### config.mk
export PLATFORM = sky130hd
export DESIGN_NAME = hqcs_ram
export DESIGN_NICKNAME = d
export VERILOG_FILES = /design/src/hdl/histogram_quantile_contrast_stretch_assert.svh /design/src/hdl/hqcs_ram.sv
export SDC_FILE = /design/constraint.sdc
export NUM_CORES = 2
export LEC_CHECK = 0
export BUFFER_PORTS_ARGS = -buffer_cell sky130_fd_sc_hd__clkbuf_2
export CAP_MARGIN = 15
export CORE_MARGIN = 3
export CORE_UTILIZATION = 63
export CTS_CLUSTER_DIAMETER = 100
export DETAILED_ROUTE_END_ITERATION = 16
export GPL_ROUTABILITY_DRIVEN = 0
export PLACE_DENSITY = 0.85
export SLEW_MARGIN = 10
export SYNTH_ARGS = -nofsm -noshare
export SYNTH_HDL_FRONTEND = slang
export SYNTH_SLANG_ARGS = --single-unit
export TNS_END_PERCENT = 50
### constraint.sdc
create_clock -name clk -period 3 [get_ports clk]
set_clock_uncertainty 0.1 [all_clocks]
set_input_delay 0.15 -clock clk [delete_from_list [all_inputs] [get_ports clk]]
set_output_delay 0.15 -clock clk [all_outputs]
set_load 0.01 [all_outputs]
### src/hdl/histogram_quantile_contrast_stretch_assert.svh
// Assertion macros for the contrast stretch block.
`ifndef HISTOGRAM_QUANTILE_CONTRAST_STRETCH_ASSERT_SVH
`define HISTOGRAM_QUANTILE_CONTRAST_STRETCH_ASSERT_SVH
`ifndef SYNTH
`define HQCS_ASSERT_SAME(lbl, ck, rn, a, c) \
  lbl: assert property (@(posedge ck) disable iff (!rn) (a) |-> (c)) \
    else $error("hqcs assertion failed");
`define HQCS_ASSERT_NEXT(lbl, ck, rn, a, c) \
  lbl: assert property (@(posedge ck) disable iff (!rn) (a) |=> (c)) \
    else $error("hqcs assertion failed");
`else
`define HQCS_ASSERT_SAME(lbl, ck, rn, a, c)
`define HQCS_ASSERT_NEXT(lbl, ck, rn, a, c)
`endif
`endif

### src/hdl/hqcs_ram.sv
// Generic simple dual-port RAM with registered read.
module hqcs_ram #(
  parameter int WIDTH = 8,
  parameter int DEPTH = 256
) (
  input  logic                     clk,
  input  logic                     we,
  input  logic [$clog2(DEPTH)-1:0] waddr,
  input  logic [WIDTH-1:0]         wdata,
  input  logic [$clog2(DEPTH)-1:0] raddr,
  output logic [WIDTH-1:0]         rdata
);

  logic [WIDTH-1:0] mem [DEPTH];

  always_ff @(posedge clk) begin
    if (we) begin
      mem[waddr] <= wdata;
    end
    rdata <= mem[raddr];
  end

endmodule

==> impl_metrics.json <==
{
  "initialDrtViolationCount": 8261,
  "grtUsageTotal_pct": 34.8,
  "cts_num_sinks": 2056,
  "status": "finished, violations left",
  "power.leakage_nw": 29.2,
  "setup_viol": 2,
  "arrival_ns": 3.59,
  "synth_xor_xnor_area_share_pct": 0,
  "insertion_delay_ns": 0.82,
  "synth_compound_area_share_pct": 3.42,
  "finalNonFillerCells": 6017,
  "vias": 44300,
  "start_util_pct": 63.8,
  "yosysMostFrequentCell": "edfxtp_1",
  "synth-edff-count": 2048,
  "power.total_mw": 59.3,
  "synth_top_area_share_pct": 77.3,
  "cts_made_buffers": 191,
  "max_freq_ghz": 0.328,
  "htreeDepth": 4,
  "combPwrFrac_pct": 5.4,
  "whs_ns": 0.0726,
  "fin_nets": 4235,
  "cpPeakStageDelay_ns": 0.63,
  "worst_ep_required_time_ns": 3.55,
  "yosys.area.top_type": "edfxtp_1",
  "clockBufferDepth": 3,
  "synthFlopType": "edfxtp_1",
  "dp_cells": 5641,
  "area_growth_pct": 14.3,
  "syn-cell-area_um2": 79600,
  "power_frac_clock_pct": 41.1,
  "layout_setup_ws_ns": -0.0469,
  "cp_slowest_cell": "nor3_2",
  "synth_top_family_by_area": "multiplexers",
  "overflow": 0,
  "start_kind": "flop",
  "io_buffer_count": 33,
  "synth_seq_area_share_pct": 77.5,
  "crit_family": "compound AO/OA/AOI/OAI gates",
  "power_density_nw_per_um2": 652,
  "place_ws_ns": -0.345,
  "fillers": 6139,
  "final_area_um2": 91000,
  "wire_per_inst_um": 37.2,
  "synthMuxAreaShare_pct": 14.6,
  "endpoint_kind": "flop",
  "first_pass_iters": 8,
  "intPower_mw": 46.5,
  "synthCells": 3733,
  "drive_above_1_share_pct": 28.5,
  "io_pins": 34,
  "worst_slew_pin_slew_ns": 1.26,
  "synth_commonest_cells": "edfxtp_1, mux4_2, nor2_1, mux2i_1, a22oi_1",
  "grt_max_degree": 103,
  "num_rows": 129,
  "fin_crit_sh_pct": 102,
  "ys_seq_elements": 2056,
  "dp_hpwl_um": 127000,
  "final_max_slew_viol_count": 0,
  "seqCellArea_um2": 61700,
  "antenna_found_initial": 13,
  "grt_first_pass_wirelength_um": 324000,
  "placed_cell_area_um2": 84600,
  "yosysUniqueCellTypes": 55,
  "crit_type": "flop to flop",
  "die_w_um": 361,
  "cts_tree": "done",
  "seqPwrFrac_pct": 53.5,
  "synth-async-reset-ratio_pct": 0,
  "multi_input_area_um2": 16500,
  "hold_path.class": "input port to flop",
  "finalHoldViolations": 0,
  "rsz0062_at_grt": "false",
  "synthSimpleGateAreaFrac_pct": 2.63,
  "finalCoreUtilization_pct": 73.0,
  "crit_buf_inv": 0,
  "ys_warn_count": 0,
  "synthTopCellsByArea": "edfxtp_1, mux4_2, mux2i_1",
  "violations": "setup timing",
  "die_area_um2": 131000,
  "fp.dieH_um": 361,
  "syn_nets": 3759,
  "switching_share_pct": 21.7,
  "switching_power_mw": 12.9,
  "critical_path.max_fanout": 1,
  "drt_wl_total_um": 224000,
  "clk_pin_slew_worst_paths_ns": 0.07,
  "synth-adder-area-share_pct": 0,
  "maxSlewHeadroom_pct": 15.8,
  "detail-route-antenna-nets": 0,
  "core_area_um2": 125000,
  "cp_cell_sequence": "mux4_2 > a22o_1 > a221oi_2 > o32ai_1 > nor3_2 > nor4_1",
  "finalCriticalPeriod_ns": 3.05,
  "via_per_inst": 7.37,
  "synth_area_per_cell_um2": 21.3,
  "finalSetupTns_ns": -0.0626,
  "cap_violations": 0,
  "grt_pass1_vias": 44600,
  "drc_errors": 0,
  "vdd_drop_max_v": 0.000611,
  "cts-root-buf": "clkbuf_16"
}
-- state kept, by name, indices dropped and copies added, names as in the netlist --
signal / cells
mem: 2048
rdata: 8
-- layout make-up --
cell class,count,area share [%]
Antenna cell,12,0.0330
Clock buffer,242,5.59
Clock inverter,110,1.22
Inverter,2,0.00825
Multi-Input combinational cell,1442,18.1
Sequential cell,2056,67.8
Tap cell,1637,2.25
Timing Repair Buffer,516,4.99
-- tightest hold or removal path, stage by stage --
cell,delay (ns)
clkbuf_2,0.14
nand4_1,0.11
buf_4,0.24
nor2_1,0.14
-- path summary, 6_finish.rpt --
check / startpoint / to / slack, ns / cells past startpoint
setup reg to reg: mem[80][5] / rdata[5] / -0.05 / 6
hold reg to reg: mem[37][2] / rdata[2] / 1.12 / 6
hold / removal: waddr[6] / mem[202][3] / 0.07 / 4
setup / recovery: mem[80][5] / rdata[5] / -0.05 / 6
-- power by group through the flow --
stage               Sequential (mW)  Clock (mW)  Combinational [mW]
floorplan                      32.3           0                1.54
global placement               32.3           0                2.86
detailed placement             32.3           0                2.97
CTS                            31.7        24.4                3.09
global route                   31.7        25.4                3.26
finish                         31.7        24.4                3.20
-- cells in the final DEF (no fill, tap or decap), drive strengths merged, types with 33 or more instances in the layout --
master  count
a22oi     133
o221ai     47
buf       475
a21oi      96
nand3      34
mux2i     134
clkbuf    271
nor2      282
mux4      456
nand2      33
edfxtp   2048
clkinv     74
-- repair_timing --
item | CTS | global route
endpoints found under the hold margin | 618 | 0
hold buffers | 12 | 0
setup buffers | 0 | 0
resized for setup | 1 | 1
endpoints found under the setup margin | 1 | 1
-- logic make-up (layout without fill, tap and decap cells) --
group           after synthesis  count (layout)
flops                      2056            2056
mux                         591             591
simple gates                466             466
compound gates              385             385
buf+inv                     235             870
other cells                   0              12
-- layer usage --
layer  global-route usage (%)  wire length [µm]
met4                     17.7             14800
met1                     45.0             68600
met2                     54.6            106000
met5                        0               141
met3                     10.6             34500
Note: power is estimated with default switching activity, not from simulation.
